$ cat src/design/rvc_pkg.sv
package rvc_pkg;

  // number format of the controlled value
  localparam int unsigned VALUE_WIDTH   = 32;
  localparam int unsigned FRACTION_BITS = 16;
  localparam int unsigned STEP_WIDTH    = VALUE_WIDTH - 1;

  // damping multiplier, unsigned q1.16
  localparam int unsigned DAMP_BITS  = 16;
  localparam int unsigned DAMP_WIDTH = DAMP_BITS + 1;
  localparam logic [DAMP_WIDTH-1:0] DAMP_ONE   = DAMP_WIDTH'(1 << DAMP_BITS);
  localparam logic [DAMP_WIDTH-1:0] DAMP_RESET = DAMP_WIDTH'(62259);

  // register reset values
  localparam logic signed [VALUE_WIDTH-1:0] UPPER_RESET = VALUE_WIDTH'(1 << FRACTION_BITS);
  localparam logic signed [VALUE_WIDTH-1:0] LOWER_RESET = -UPPER_RESET;
  localparam logic [STEP_WIDTH-1:0] STEP_RESET =
    STEP_WIDTH'(((1 << FRACTION_BITS) + 10) / 20);

  // configuration bus
  localparam int unsigned DATA_WIDTH    = (VALUE_WIDTH > 32) ? 64 : 32;
  localparam int unsigned ADDR_LSB      = (VALUE_WIDTH > 32) ? 3 : 2;
  localparam int unsigned REG_IDX_WIDTH = 3;
  localparam int unsigned ADDR_WIDTH    = REG_IDX_WIDTH + ADDR_LSB;

  // stream payload widths
  localparam int unsigned IN_TDATA_WIDTH  = 8;
  localparam int unsigned IN_TUSER_WIDTH  = 2;
  localparam int unsigned OUT_FIELD_BITS  = VALUE_WIDTH + 4;
  localparam int unsigned OUT_TDATA_WIDTH = ((OUT_FIELD_BITS + 7) / 8) * 8;

  typedef enum logic [1:0] {
    OP_TICK = 2'd0,
    OP_LESS = 2'd1,
    OP_MORE = 2'd2,
    OP_STOP = 2'd3
  } op_e;

  typedef enum logic [1:0] {
    DIR_NONE  = 2'd0,
    DIR_PLUS  = 2'd1,
    DIR_MINUS = 2'd2
  } dir_e;

  typedef struct packed {
    logic [DAMP_WIDTH-1:0]         damp;
    logic signed [VALUE_WIDTH-1:0] upper;
    logic signed [VALUE_WIDTH-1:0] lower;
    logic [STEP_WIDTH-1:0]         step;
    logic                          linear;
    logic                          multiply;
  } cfg_t;

  typedef struct packed {
    logic signed [VALUE_WIDTH-1:0] level;
    dir_e                          dir;
    logic                          more;
    logic                          less;
    logic                          stop;
    logic                          active;
  } state_t;

endpackage

$ cat src/design/ramped_value_controller.sv
// Ramped value controller: each input item is a tick or a press/release of
// the less, more or stop button, and each one yields exactly one result item
// with the level (signed Q16.16) and the active and held flags after it.
// An item is captured in an input register and its result lands in the
// output register once that register is free, so throughput is one item
// per cycle while the output is not stalled; the path between the two
// registers (ramp add, limit clamp, one 32x17 damping multiply) sets the
// clock rate. Limits, step and damping come from the register port and
// are meant to be written while no item is in flight.
module ramped_value_controller (
  input  logic                                clk_i,
  input  logic                                rst_ni,
  // input items
  input  logic                                s_axis_tvalid,
  output logic                                s_axis_tready,
  input  logic [rvc_pkg::IN_TDATA_WIDTH-1:0]  s_axis_tdata,  // [0] pressed
  input  logic [rvc_pkg::IN_TUSER_WIDTH-1:0]  s_axis_tuser,  // [1:0] operation
  // result items
  output logic                                m_axis_tvalid,
  input  logic                                m_axis_tready,
  // [31:0] level, [32] is_active, [33] more_held, [34] less_held, [35] stop_held
  output logic [rvc_pkg::OUT_TDATA_WIDTH-1:0] m_axis_tdata,
  // configuration
  input  logic                                psel,
  input  logic                                penable,
  input  logic                                pwrite,
  input  logic [rvc_pkg::ADDR_WIDTH-1:0]      paddr,
  input  logic [rvc_pkg::DATA_WIDTH-1:0]      pwdata,
  output logic [rvc_pkg::DATA_WIDTH-1:0]      prdata,
  output logic                                pready
);
  import rvc_pkg::*;

  cfg_t   cfg;
  state_t state_q, state_d;
  logic   in_valid_q, in_pressed_q, out_valid_q, advance;
  op_e    in_op_q;
  logic [OUT_TDATA_WIDTH-1:0] out_data_q;

  rvc_regs u_regs (
    .clk_i   (clk_i),
    .rst_ni  (rst_ni),
    .psel    (psel),
    .penable (penable),
    .pwrite  (pwrite),
    .paddr   (paddr),
    .pwdata  (pwdata),
    .prdata  (prdata),
    .pready  (pready),
    .cfg_o   (cfg)
  );

  rvc_step u_step (
    .cfg_i     (cfg),
    .state_i   (state_q),
    .op_i      (in_op_q),
    .pressed_i (in_pressed_q),
    .state_o   (state_d)
  );

  // handshake: the held item moves on whenever the output register frees up
  assign advance       = in_valid_q && (!out_valid_q || m_axis_tready);
  assign s_axis_tready = !in_valid_q || advance;
  assign m_axis_tvalid = out_valid_q;
  assign m_axis_tdata  = out_data_q;

  // input register
  always_ff @(posedge clk_i or negedge rst_ni) begin
    if (!rst_ni) begin
      in_valid_q <= 1'b0;
    end else if (s_axis_tready) begin
      in_valid_q <= s_axis_tvalid;
    end
  end

  always_ff @(posedge clk_i) begin
    if (s_axis_tready && s_axis_tvalid) begin
      in_op_q      <= op_e'(s_axis_tuser[1:0]);
      in_pressed_q <= s_axis_tdata[0];
    end
  end

  // controller state and output valid
  always_ff @(posedge clk_i or negedge rst_ni) begin
    if (!rst_ni) begin
      state_q.level  <= '0;
      state_q.dir    <= DIR_NONE;
      state_q.more   <= 1'b0;
      state_q.less   <= 1'b0;
      state_q.stop   <= 1'b0;
      state_q.active <= 1'b0;
      out_valid_q    <= 1'b0;
    end else if (advance) begin
      state_q     <= state_d;
      out_valid_q <= 1'b1;
    end else if (m_axis_tready) begin
      out_valid_q <= 1'b0;
    end
  end

  // result register
  always_ff @(posedge clk_i) begin
    if (advance) begin
      out_data_q <= OUT_TDATA_WIDTH'({state_d.stop, state_d.less, state_d.more,
                                      state_d.active, state_d.level});
    end
  end

endmodule

$ cat src/design/rvc_regs.sv
module rvc_regs (
  input  logic                           clk_i,
  input  logic                           rst_ni,
  input  logic                           psel,
  input  logic                           penable,
  input  logic                           pwrite,
  input  logic [rvc_pkg::ADDR_WIDTH-1:0] paddr,
  input  logic [rvc_pkg::DATA_WIDTH-1:0] pwdata,
  output logic [rvc_pkg::DATA_WIDTH-1:0] prdata,
  output logic                           pready,
  output rvc_pkg::cfg_t                  cfg_o
);
  import rvc_pkg::*;

  typedef enum logic [REG_IDX_WIDTH-1:0] {
    REG_DAMP     = 3'd0,
    REG_UPPER    = 3'd1,
    REG_LOWER    = 3'd2,
    REG_STEP     = 3'd3,
    REG_LINEAR   = 3'd4,
    REG_MULTIPLY = 3'd5
  } reg_idx_e;

  cfg_t     cfg_q;
  reg_idx_e idx;
  logic     wr_en;

  assign idx    = reg_idx_e'(paddr[ADDR_LSB +: REG_IDX_WIDTH]);
  assign wr_en  = psel && penable && pwrite;
  assign pready = 1'b1;
  assign cfg_o  = cfg_q;

  // register writes
  always_ff @(posedge clk_i or negedge rst_ni) begin
    if (!rst_ni) begin
      cfg_q.damp     <= DAMP_RESET;
      cfg_q.upper    <= UPPER_RESET;
      cfg_q.lower    <= LOWER_RESET;
      cfg_q.step     <= STEP_RESET;
      cfg_q.linear   <= 1'b0;
      cfg_q.multiply <= 1'b1;
    end else if (wr_en) begin
      case (idx)
        REG_DAMP:     cfg_q.damp     <= pwdata[DAMP_WIDTH-1:0];
        REG_UPPER:    cfg_q.upper    <= pwdata[VALUE_WIDTH-1:0];
        REG_LOWER:    cfg_q.lower    <= pwdata[VALUE_WIDTH-1:0];
        REG_STEP:     cfg_q.step     <= pwdata[STEP_WIDTH-1:0];
        REG_LINEAR:   cfg_q.linear   <= pwdata[0];
        REG_MULTIPLY: cfg_q.multiply <= pwdata[0];
        default: ;
      endcase
    end
  end

  // read mux
  always_comb begin
    case (idx)
      REG_DAMP:     prdata = DATA_WIDTH'(cfg_q.damp);
      REG_UPPER:    prdata = DATA_WIDTH'(unsigned'(cfg_q.upper));
      REG_LOWER:    prdata = DATA_WIDTH'(unsigned'(cfg_q.lower));
      REG_STEP:     prdata = DATA_WIDTH'(cfg_q.step);
      REG_LINEAR:   prdata = DATA_WIDTH'(cfg_q.linear);
      REG_MULTIPLY: prdata = DATA_WIDTH'(cfg_q.multiply);
      default:      prdata = '0;
    endcase
  end

endmodule

$ cat src/design/rvc_step.sv
module rvc_step (
  input  rvc_pkg::cfg_t   cfg_i,
  input  rvc_pkg::state_t state_i,
  input  rvc_pkg::op_e    op_i,
  input  logic            pressed_i,
  output rvc_pkg::state_t state_o
);
  import rvc_pkg::*;

  localparam int unsigned SW = VALUE_WIDTH + 1;
  localparam int unsigned PW = VALUE_WIDTH + DAMP_WIDTH;

  logic signed [SW-1:0]          lvl_x, step_x, nstep_x, delta_x, sum_x;
  logic signed [SW-1:0]          up_x, lo_x, clamp_x, tick_x, lin_x;
  logic signed [VALUE_WIDTH-1:0] ticked, mul_sgn, mul_res, lin_res, damped;
  logic [DAMP_WIDTH-1:0]         damp_eff;
  logic [VALUE_WIDTH-1:0]        mag, scaled;
  logic [PW-1:0]                 prod;

  // ramp add and clamp, in one extra bit so the sum cannot wrap
  assign lvl_x   = SW'(state_i.level);
  assign step_x  = $signed({2'b00, cfg_i.step});
  assign nstep_x = -step_x;
  assign up_x    = SW'(cfg_i.upper);
  assign lo_x    = SW'(cfg_i.lower);

  always_comb begin
    case (state_i.dir)
      DIR_PLUS:  delta_x = step_x;
      DIR_MINUS: delta_x = nstep_x;
      default:   delta_x = '0;
    endcase
    sum_x = lvl_x + delta_x;
    if (sum_x > up_x) begin
      clamp_x = up_x;
    end else if (sum_x < lo_x) begin
      clamp_x = lo_x;
    end else begin
      clamp_x = sum_x;
    end
  end

  assign ticked = state_i.active ? clamp_x[VALUE_WIDTH-1:0] : state_i.level;
  assign tick_x = SW'(ticked);

  // multiplicative damping on the magnitude, truncating toward zero
  assign damp_eff = (cfg_i.damp > DAMP_ONE) ? DAMP_ONE : cfg_i.damp;
  assign mag      = ticked[VALUE_WIDTH-1] ? (~unsigned'(ticked) + 1'b1) : unsigned'(ticked);
  assign prod     = {{DAMP_WIDTH{1'b0}}, mag} * {{VALUE_WIDTH{1'b0}}, damp_eff};
  assign scaled   = prod[DAMP_BITS +: VALUE_WIDTH];
  assign mul_sgn  = ticked[VALUE_WIDTH-1] ? $signed(~scaled + 1'b1) : $signed(scaled);
  assign mul_res  = (mul_sgn == ticked) ? '0 : mul_sgn;

  // linear damping, multiplicative inside one step of zero
  always_comb begin
    lin_x   = '0;
    lin_res = mul_res;
    if (tick_x > step_x) begin
      lin_x   = tick_x - step_x;
      lin_res = (lin_x < step_x) ? '0 : lin_x[VALUE_WIDTH-1:0];
    end else if (tick_x < nstep_x) begin
      lin_x   = tick_x + step_x;
      lin_res = (lin_x > nstep_x) ? '0 : lin_x[VALUE_WIDTH-1:0];
    end
  end

  always_comb begin
    if (cfg_i.multiply) begin
      damped = mul_res;
    end else if (cfg_i.linear && !state_i.active) begin
      damped = lin_res;
    end else begin
      damped = ticked;
    end
  end

  // state update per item kind
  always_comb begin
    state_o = state_i;
    case (op_i)
      OP_TICK: begin
        state_o.level = damped;
      end
      OP_LESS: begin
        state_o.less = pressed_i;
        if (pressed_i) begin
          state_o.active = 1'b1;
          state_o.dir    = DIR_MINUS;
        end else if (state_i.more) begin
          state_o.dir = DIR_PLUS;
        end else begin
          state_o.active = 1'b0;
          state_o.dir    = DIR_NONE;
        end
      end
      OP_MORE: begin
        state_o.more = pressed_i;
        if (pressed_i) begin
          state_o.active = 1'b1;
          state_o.dir    = DIR_PLUS;
        end else if (state_i.less) begin
          state_o.dir = DIR_MINUS;
        end else begin
          state_o.active = 1'b0;
          state_o.dir    = DIR_NONE;
        end
      end
      default: begin
        state_o.stop = pressed_i;
        if (pressed_i) begin
          if (state_i.level > 0) begin
            state_o.dir = DIR_MINUS;
          end else if (state_i.level < 0) begin
            state_o.dir = DIR_PLUS;
          end
        end else if (state_i.less && !state_i.more) begin
          state_o.dir = DIR_MINUS;
        end else if (!state_i.less && state_i.more) begin
          state_o.dir = DIR_PLUS;
        end
      end
    endcase
  end

endmodule

$ cat config.mk
export PLATFORM = sky130hd
export DESIGN_NAME = ramped_value_controller
export DESIGN_NICKNAME = d
export VERILOG_FILES = /design/src/design/rvc_pkg.sv /design/src/design/ramped_value_controller.sv /design/src/design/rvc_regs.sv /design/src/design/rvc_step.sv
export SDC_FILE = /design/constraint.sdc
export NUM_CORES = 2
export LEC_CHECK = 0
export ABC_AREA = 0
export BUFFER_PORTS_ARGS = -buffer_cell sky130_fd_sc_hd__buf_2
export CORE_AREA = 2 2 269 271
export CTS_BUF_LIST = sky130_fd_sc_hd__clkbuf_16
export CTS_CLUSTER_DIAMETER = 60
export DETAILED_ROUTE_END_ITERATION = 8
export DIE_AREA = 0 0 271 273
export PLACE_DENSITY = 0.74
export SYNTH_ARGS = -nofsm -noshare
export SYNTH_HDL_FRONTEND = slang
export SYNTH_SLANG_ARGS = --single-unit
$ cat constraint.sdc
create_clock -name clk_i -period 21.1 [get_ports clk_i]
set_input_delay 3.165 -clock clk_i [delete_from_list [all_inputs] [get_ports clk_i]]
set_output_delay 3.165 -clock clk_i [all_outputs]
set_load 0.02 [all_outputs]
# Word-level counts from Yosys, hierarchy flattened

Index checks and enable logic that the tools add are counted.

Bits of input ports: 54
Register bits: 193
Memory bits (read-only): 0
Output and inout bits: 75
Memory bits (writable): 0
Latch bits: 0
Memories: 0

Multipliers: 1
Shift operators: 0
Muxes and demuxes: 36
Bitwise operators: 3
Reductions and logical operators: 26
Equal/unequal tests: 11
Add/sub/neg operators: 6
Div/mod/pow operators: 0
Magnitude comparators: 9

Operators by type and width:

| cell                                                                   | count |
|---|---|
| 32-bit two-way mux                                                     | 13 |
| 32-bit case mux with 6 select lines                                    | 1 |
| 33-bit by 32-bit < comparator with 1-bit output                        | 2 |
| 33-bit case mux with 2 select lines                                    | 1 |
| 32-bit by 1-bit adder with 32-bit output (second input constant)       | 2 |
| 32-bit NOT                                                             | 2 |
| 32-bit by 17-bit multiplier with 48-bit output                         | 1 |
| 32-bit by 32-bit adder with 33-bit output                              | 1 |
| 32-bit by 33-bit adder with 33-bit output                              | 1 |
| 33-bit by 32-bit > comparator with 1-bit output                        | 1 |
| 33-bit > comparator                                                    | 1 |
| 32-bit by 33-bit < comparator with 1-bit output                        | 1 |
| 31-bit negation with 33-bit output                                     | 1 |
| 32-bit by 32-bit subtractor with 33-bit output                         | 1 |
| 32-bit equality test                                                   | 1 |
| 32-bit by 1-bit > comparator with 1-bit output (second input constant) | 1 |
| 32-bit > comparator                                                    | 1 |
| 32-bit by 1-bit < comparator with 1-bit output (second input constant) | 1 |
| 17-bit > comparator (second input constant)                            | 1 |
| 17-bit two-way mux                                                     | 1 |
| 2-bit two-way mux                                                      | 8 |
| 2-bit AND reduction                                                    | 6 |
| 1-bit two-way mux                                                      | 10 |
| 1-bit logical AND                                                      | 7 |
| other kinds (17)                                                       | 26 |

# Logic depth before layout (Yosys ltp)

Depth after elaboration: 21
Mapped depth: 79

# Modules after synthesis

From an unflattened synthesis, not the netlist that was laid out.

Cells, all modules: 4,823
Area, all modules: 40,527.6 um^2

Modules (own cells, without submodules):

| module                  | instances | cells each | area an instance (um^2) |
|---|---|---|---|
| rvc_step                | 1         | 4,341      | 32,523.7 |
| rvc_regs                | 1         | 349        | 5,250.0 |
| ramped_value_controller | 1         | 133        | 2,753.9 |

# Least setup slack after synthesis

OpenSTA, ideal clock, no wires.

Path type: flip-flop to flip-flop
Start: register u_regs.cfg_q (netlist bit u_regs.cfg_o[3])
End: register out_data_q[14] (netlist: m_axis_tdata[14]), data pin
Clock period less this slack: 18,714 ps
Library setup time: 270 ps
Setup slack: 2,386 ps
Cell stages (with the launch flop): 77
Data arrival time: 18,444 ps
Data required time: 20,830 ps
Cell sequence: dfrtp_1 > inv_1 > ha_1 > nand4_4 > or3_4 > or3_4 > or3_4 > or3_4 > or3_4 > or3_4 > or3_4 > or3_4 > or3_4 > or3_4 > or3_1 > buf_6 > nor2_1 > o21ai_0 > [... 41 more ...] > o21ai_1 > or3_1 > a221o_1 > a221o_1 > o41ai_1 > xnor2_1 > or3_1 > and4b_1 > nand2_1 > or2_0 > xnor3_1 > o2111ai_1 > o31ai_1 > buf_2 > buf_4 > o21ai_0 > a22oi_1 > a21oi_1

RTL lines:

| element              | RTL line                       | RTL |
|---|---|---|
| start, declared      | rvc_regs.sv:24                 | `cfg_t cfg_q;` |
| end signal, assigned | ramped_value_controller.sv:104 | `out_data_q <= OUT_TDATA_WIDTH'({state_d.stop, state_d.less, state_d.more,` |
| end, declared        | ramped_value_controller.sv:38  | `logic [OUT_TDATA_WIDTH-1:0] out_data_q;` |

==> results.md <==
- Share of the synthesized area in the top cell type: 22.3%
- Top post-synthesis cells by area: fa_1 (22%), ha_1 (12%), dfrtp_1 (7.4%), nand2_1 (6.5%), inv_1 (6.4%)
- Slew Viols, Final: 0
- Clk_skew: 0.0184 ns
- Clock tree sinks: 193
- Sum of negative setup slack: 0 ns
- Number of buffers created by CTS: 17
- Placed Area: 43700 um^2
- Startpoint of the worst hold path: in_valid_q$_DFFE_PN0N_
- Nets: 6158
- Via-to-Cell Ratio: 6.19
- Setup Viol. Count Final: 0
- Top_reg_cell synth: dfrtp_1
- Post-DR wirelength/cell: 24.2 um
- Syn. warnings: 0
- Die Wd: 271 um
- Longest Clk Path Bufs: 2
- Post-layout instance area: 44400 um^2
- Cell variety after synth: 98
- Sequential area share after synthesis: 12.6%
- Max FO, Critical Path: 15
- WP data required: 21.35 ns
- CP startpoint kind: flip-flop
- Status: completed
- Worst reg2reg path startpoint: u_regs.cfg_o[3]$_DFFE_PN0P_
- CP endpoint kind: flip-flop
- Most common cell after layout, fill and taps aside: nand2_1
- Area grow syn2layout: 10.2%
- Final Cycle Share: 96.5%
- Dpl hpwl: 124000 um
- CP max-delay cell: xnor2_2
- Site Rows: 98
- Final Hold Viols: 0
- Worst stage delay on the critical path: 0.65 ns
- HP Class: flip-flop to flip-flop
- Initial Utilization: 56.8%
- Gpl congestion: 1.02
- Cell taking the most area after synthesis: fa_1
- Min cycle time layout: 20.36 ns
- Filler instances: 6410
- Mapped Area: 40300 um^2
- Max-cap viol count: 0
- Share of layout cells above drive strength 1: 12.2%
- Worst slew pin tran: 1.21 ns
- Top Ports: 129
- Pin count of the biggest net entering global routing: 102
- Total Routing Usage GR: 40.9%
- Clock latency on the worst-skew pair: 0.49 ns
- Port bufs: 114
- Synth async-reset ratio: 79.8%
- Crit path launch: u_regs.cfg_o[3]$_DFFE_PN0P_
- Area of the multi-input gates: 31800 um^2
- CTS tree: built
- Register area: 5070 um^2
- Avg Cell Area, Syn: 7.96 um^2
- Total gr overflow: 0
- Final WL: 151000 um
- Number of synthesized flops with an enable pin: 39
- Die ar.: 74000 um^2
- Initial antenna violation count: 2
- Synthesized flop and latch total: 193
- Global-route wire length before repair: 228000 um
- Synth Instances: 5060
- CP most frequent cell: or3_4
- Vias: 38700
- Root Buffer: clkbuf_16
- FMAX: 0.0491 GHz
- Clock-pin slew on the worst setup and hold paths: 0.09 ns
- Die extent in y: 273 um
- DR iter-0 viols: 4258
- Residual DRC count: 0
- Rel. slew slack: 18.5%
- Vias in the first global route: 38000
- Initial DRT Pass Iterations: 7
- RSZ-0062 raised after global routing: no
- Core area: 71000 um^2
- Antenna-violating nets left: 0
- WS Path Type: flip-flop to flip-flop
- Htree depth: 4
- Commonest non-fill, non-tap cells in the layout: nand2_1 (701), inv_1 (685), fa_1 (449), ha_1 (378), nor2_1 (350)
- Critical path arrival: 20.60 ns
- Final hold slack: 0.499 ns
[flip-flops by register name, summed over array words and instances, names as in the netlist]
name	flops
u_regs.cfg_o	114
m_axis_tvalid	1
m_axis_tdata	36
in_valid_q	1
in_op_q	2
in_pressed_q	1
state_q	38
[area by class of cell]
cell class / instances / area share, %
repair buffers: 442 / 6.98
flip-flops and latches: 193 / 11.4
inverters: 695 / 5.89
clock buffers: 17 / 0.958
multi-input cells: 3927 / 71.7
diodes: 1 / 0.00563
well taps: 950 / 2.68
clock inverters: 15 / 0.358
[cells in the mapped netlist, types with 35 or more instances]
library cell / count
a211oi_1: 40
a21o_1: 59
a21oi_1: 258
a22oi_1: 41
and2_1: 146
and3_1: 37
clkbuf_1: 220
dfrtp_1: 119
dfstp_2: 35
edfxtp_1: 39
fa_1: 449
ha_1: 379
inv_1: 687
mux2_2: 39
nand2_1: 702
nand2b_1: 37
nand3_1: 90
nand4_1: 46
nor2_1: 353
nor2b_1: 54
nor3_1: 82
nor4_1: 36
o21a_1: 41
o21ai_0: 297
or3_1: 38
xnor2_1: 165
xor2_1: 53
[stage by stage]
step / util (%) / instances / setup slack [ns]
CTS: 62.4 / 6238 / 0.484
global route: 62.6 / 6239 / 0.0249
floorplan: - / 5063 / 2.39
finish: 62.6 / 6240 / 0.742
detailed placement: 61.5 / 6206 / 0.572
global placement: 61.5 / 6206 / 0.677
[kinds of logic after synthesis]
logic type | share of synthesized area (%)
flops | 12.6
compound gates | 17.7
other cells | 0.0186
xor+xnor | 5.17
mux | 1.46
simple gates | 20.1
fa+ha+maj | 34.1
buf+inv | 8.89
[repair_timing]
action                     4_1_cts  5_1_grt
resized for setup                0       27
hold endpoints to repair         0        0
setup buffers                    0        1
setup endpoints to repair        0       64
hold buffers                     0        0
[path summary, 6_finish.rpt]
| check | slack [ns] | depth (start not counted) | endpoint |
|---|---|---|---|
| worst max-delay path | 0.74 | 64 | m_axis_tdata[24]$_DFFE_PP_ |
| worst min-delay path | 0.50 | 1 | m_axis_tvalid$_DFFE_PN0P_ |
| worst max register to register | 0.74 | 64 | m_axis_tdata[24]$_DFFE_PP_ |
| worst min register to register | 0.50 | 1 | m_axis_tvalid$_DFFE_PN0P_ |
| max in group asynchronous | 16.85 | 2 | state_q[0]$_DFFE_PN0P_ |
| min in group asynchronous | 2.79 | 1 | u_regs.cfg_o[91]$_DFFE_PN0P_ |
[critical path, delay by kind of cell, from the launching register on]
family / cells / cell delay (ns)
fa+ha+maj: 10 / 4.35
xor+xnor: 1 / 0.65
flops: 1 / 0.49
mux: 1 / 0.28
compound gates: 16 / 4.66
buf+inv: 9 / 1.62
simple gates: 27 / 8.02
[metal layers]
layer / vias to the layer above / routed length (um) / GRT usage, %
li1: 17400 / - / -
met1: 18800 / 56000 / 49.0
met2: 1926 / 69800 / 67.4
met3: 534 / 11900 / 5.83
met4: 2 / 13500 / 30.0
met5: - / 13 / 0
Power is left out: the tool's default activity adds up to more than one toggle a clock period on the data nets, which glitch-free logic cannot reach.
